==> src/drf_pkg.sv <==
// Shared types, constants and command codes of the dirty-row refresh engine.
package drf_pkg;

   // default store geometry
   localparam int MAX_COLS_DEF = 64;
   localparam int MAX_ROWS_DEF = 8;

   // command codes
   localparam logic [1:0] FUNC_WRITE = 2'd0;
   localparam logic [1:0] FUNC_CLEAR = 2'd1;
   localparam logic [1:0] FUNC_START = 2'd2;
   localparam logic [1:0] FUNC_PULL  = 2'd3;

   // register indexes
   localparam logic [1:0] CSR_COLUMNS = 2'd0;
   localparam logic [1:0] CSR_ROWS    = 2'd1;

   // register reset values
   localparam logic [6:0] COLUMNS_RESET = 7'd20;
   localparam logic [3:0] ROWS_RESET    = 4'd4;

   // stream and fill bytes
   localparam logic [7:0] BYTE_ESC   = 8'hFE;
   localparam logic [7:0] BYTE_GOTO  = 8'h47;
   localparam logic [7:0] BYTE_COL1  = 8'h01;
   localparam logic [7:0] CHAR_SPACE = 8'h20;
   localparam logic [7:0] CHAR_HASH  = 8'h23;

   typedef logic [7:0] byte_type;

   typedef struct packed {
      logic [1:0] func;
      logic [6:0] column;
      logic [3:0] line;
      logic [7:0] char_code;
   } req_type;

   typedef struct packed {
      logic [7:0] out_byte;
      logic       row_end;
      logic       flush_end;
   } rsp_type;

endpackage

==> src/drf_ram.sv <==
// Character store: one write port, one read port with registered read data.
module drf_ram #(
   parameter int DEPTH  = drf_pkg::MAX_COLS_DEF * drf_pkg::MAX_ROWS_DEF,
   parameter int ADDR_W = (DEPTH > 1) ? $clog2(DEPTH) : 1
) (
   input  logic                clock,
   input  logic                wr_en,
   input  logic [ADDR_W-1:0]   wr_addr,
   input  drf_pkg::byte_type   wr_data,
   input  logic [ADDR_W-1:0]   rd_addr,
   output drf_pkg::byte_type   rd_data
);
   import drf_pkg::*;

   byte_type mem [DEPTH];
   byte_type rd_data_ff;

   // write the addressed entry
   always_ff @(posedge clock) begin
      if (wr_en) begin
         mem[wr_addr] <= wr_data;
      end
   end

   // read every cycle
   always_ff @(posedge clock) begin
      rd_data_ff <= mem[rd_addr];
   end

   assign rd_data = rd_data_ff;

endmodule

==> config.mk <==
export PLATFORM = sky130hd
export DESIGN_NAME = drf_ram
export DESIGN_NICKNAME = d
export VERILOG_FILES = /design/src/drf_pkg.sv /design/src/drf_ram.sv
export SDC_FILE = /design/constraint.sdc
export NUM_CORES = 2
export LEC_CHECK = 0
export ABC_AREA = 0
export BUFFER_PORTS_ARGS = -buffer_cell sky130_fd_sc_hd__buf_2
export CORE_AREA = 2 2 613 615
export CTS_CLUSTER_DIAMETER = 150
export DETAILED_ROUTE_END_ITERATION = 10
export DIE_AREA = 0 0 615 617
export GPL_TIMING_DRIVEN = 0
export HOLD_SLACK_MARGIN = 0.02
export PLACE_DENSITY = 0.61
export SLEW_MARGIN = 25
export SYNTH_ARGS = -nofsm -noshare
export SYNTH_HDL_FRONTEND = slang
export SYNTH_SLANG_ARGS = --single-unit
==> constraint.sdc <==
create_clock -name clock -period 5 [get_ports clock]
set_input_delay 1 -clock clock [delete_from_list [all_inputs] [get_ports clock]]
set_output_delay 1 -clock clock [all_outputs]
set_load 0.005 [all_outputs]
==> out/results.txt <==
Initial DRC Count: 17270
CP top delay family: simple AND/OR/NAND/NOR gates
Logic pwr share: 6.6%
Cell variety after synth: 51
Synth Cell Area: 159900 um^2
Fill cells: 30050
Crit path kind: primary input to flop
# rows: 225
Critical path's largest stage delay: 0.80 ns
Vias/cell: 6.602
Die Width: 615 um
Initial core utilization: 42.81%
Setup crit end kind: flop
Synth top area share: 76.91%
Worst Path Buf+Inv: 5
Clk_skew: 0.06883 ns
Clock Power Share: 42.2%
# nets final: 8659
Ys Warns: 0
Post-synthesis net count: 8058
Sw Ratio: 23.05%
Overall via count from detail_route: 92450
Worst-Skew Late Latency: 0.99 ns
Crit path launch: rd_addr[2]
GRT Resource Usage Total: 31.66%
Critical Path Source Type: primary input
TritonCTS clock tree: built
RSZ-0062 raised after global routing: false
Post-synth top area cell: edfxtp_1
Register-to-Register Setup Slack: 1.21 ns
CTS Hold Bufs: 0
Clk slew on worst S/H paths: 0.07 ns
CTS resizes: 0
Reg2reg path depth: 7
Clk buf depth: 4
Area after DPL: 170300 um^2
Vias in the first global route: 86730
Area growth syn-to-layout: 14.92%
Failing checks: setup timing
Fin util: 49.20%
Post-DRT Antenna Nets: 0
HP Start: wr_data[7]
Hold depth: 1
Sequential power share: 51.2%
CP max stage cell: nor4_1
Largest net degree at the start of global routing: 119
Post-Route WL: 613.2 mm
Cell Pwr Density: 402.7 nW/um^2
WL/cell: 43.80 um
Maximum vdd ir drop: 325.1 uV
MaxCap Viol Count: 0
Sequential element share of the synthesized area: 77.01%
# DRC: 0
Synth Instances: 8030
Worst path most repeated cell: buf_2
Ports: 36
Critical path arrival: 6.04 ns
Crit-path max FO: 10
Initial antenna violation count: 83
Postcts setup bufs: 0
Most common flop cell mapped by yosys: edfxtp_1
Max_slew headroom: 12.80%
Syn avg cell area: 19.92 um^2
Flops & latches, synth: 4104
Critical path depth in cells: 12
Final setup fails: 3
Sw Pwr: 17.06 mW
Tcrit/Tclk final: 103.4%
Leakage: 58.41 nW
Port buffer count: 31
Die footprint: 379500 um^2
Worst hold-check path type: primary input to flop
Cts bufs inserted: 418
Post-route cell area: 183800 um^2
CP Cell Sequence: buf_2, or2_1, buf_2, buf_2, clkbuf_2, buf_16, o221ai_1, a21oi_1, nor4_1, nand4_1, nor4_2, o2111a_1
Clock sinks: 4104
Share of layout cells above drive strength 1: 20.54%
Dpl hpwl: 440.1 mm
P_int: 56.96 mW
Status: finished with violations
Final GP Congestion: 1.002
Fin worst setup slack: -0.1686 ns
Core ar.: 373600 um^2
Die Y: 617 um
Final Hold Fails: 0
Number of synthesized flops with an enable pin: 4096
Fmax: 193.5 MHz
Slew Limit Fails: 0
Most area-consuming cells after synthesis: edfxtp_1 (77%), mux4_2 (9.2%), mux2i_1 (5.0%), o221ai_1 (2.0%), nor2_1 (1.4%)
Fin crit period: 5.169 ns
GR Overflow Total: 0
CP Data Required Time: 5.87 ns
H-tree depth: 5
CTS root buf: clkbuf_16
Slew @ Worst Pin: 1.305 ns
FF-to-FF Start: mem[41][5]$_DFFE_PP_
First-pass GRT wire length: 795.7 mm
DRT Pass-1 Iters: 6
Async set-reset flop share out of synthesis: 0%
Total power: 74.02 mW
worst paths after layout:
| kind | endpoint |
|---|---|
| worst min register to register | rd_data[4]$_DFF_P_ |
| worst max register to register | rd_data[5]$_DFF_P_ |
| worst max-delay path | rd_data[5]$_DFF_P_ |
| worst min-delay path | mem[148][7]$_DFFE_PP_ |
cells by family (layout without fill, tap and decap cells):
logic type	Yosys count	count (layout)	synth area share, %
flops	4104	4104	77.01
buf+inv	516	1451	1.849
other cells	0	43	0
simple gates	980	980	2.631
mux	1451	1451	14.20
compound gates	979	979	4.313
per-stage QoR:
stage,std cells,setup TNS [ns],setup WS (ns),hold WS [ns]
finish,14000,-0.3489,-0.1686,0.3084
global route,13970,0,0.2322,0.2926
CTS,13960,0,0.1405,0.2632
detailed placement,13210,-4.450,-0.9113,1.306
global placement,13060,-,-4.869,1.316
floorplan,8030,0,2.028,0.9378
synthesized netlist by cell type, types with 13 or more instances:
cell type / number
o31ai_1: 13
o21ai_0: 118
buf_2: 57
mux2i_1: 797
o22ai_1: 163
a21oi_1: 194
a22oi_1: 61
buf_6: 64
a211oi_1: 17
mux4_2: 654
buf_1: 41
buf_4: 70
nor3_1: 109
o221ai_1: 371
nand2_1: 111
edfxtp_1: 4096
nand4_1: 32
nor4_1: 36
nor2_1: 597
nand3_1: 36
clkbuf_1: 265
and2_1: 20
state kept, by name, indices dropped and copies added, names as in the netlist:
register,count
rd_data,8
mem,4096
cells in the final DEF, fill, tap and decap left out, types with 11 or more instances in the layout:
master         n
nor2_2        16
o21ai_0      107
diode_2       43
nand3_1       36
nand2_1      111
buf_12        49
o22ai_1      163
buf_8         21
o31ai_1       13
clkbuf_4      14
o21ai_1       11
clkinv_1     100
nand4_1       32
bufinv_16     44
edfxtp_1    4096
nor2_1       580
mux2i_1      797
o221ai_1     371
buf_6         66
nor3_1       106
and2_1        20
a211oi_1      17
mux4_2       654
clkbuf_1     194
clkbuf_2     136
clkbuf_16    422
buf_4         83
clkinvlp_4    13
buf_16        89
a22oi_1       61
nor4_1        28
clkinv_2      70
buf_2        112
a21oi_1      194
routing by layer:
metal | track usage, % | vias to the layer above | share of wire (%)
li1 | - | 34730 | -
met1 | 40.69 | 48640 | 35
met2 | 45.77 | 7504 | 43
met3 | 11.06 | 1528 | 14
met4 | 20.34 | 46 | 7.5
met5 | 0.1263 | - | 0.064
power groups by stage:
stage               Combinational [mW]  Sequential (mW)  Clock, mW
floorplan                         1.80             38.6          0
global placement                  4.33             38.9          0
detailed placement                4.68             38.6          0
CTS                               4.68             37.9       31.2
global route                      4.82             37.9       32.5
finish                            4.90             37.9       31.2
cell type report:
type	count	area (um^2)	area share (%)
multi-input cells	3410	33960	18.48
flip-flops and latches	4104	123200	67.01
clock buffers	504	10900	5.929
clock inverters	250	2489	1.354
well taps	4994	6248	3.400
plain buffers	513	3211	1.747
inverters	3	11.26	0.006127
diodes	43	107.6	0.05854
repair buffers	181	3714	2.020
No activity file was read; power rests on OpenSTA's default activity.
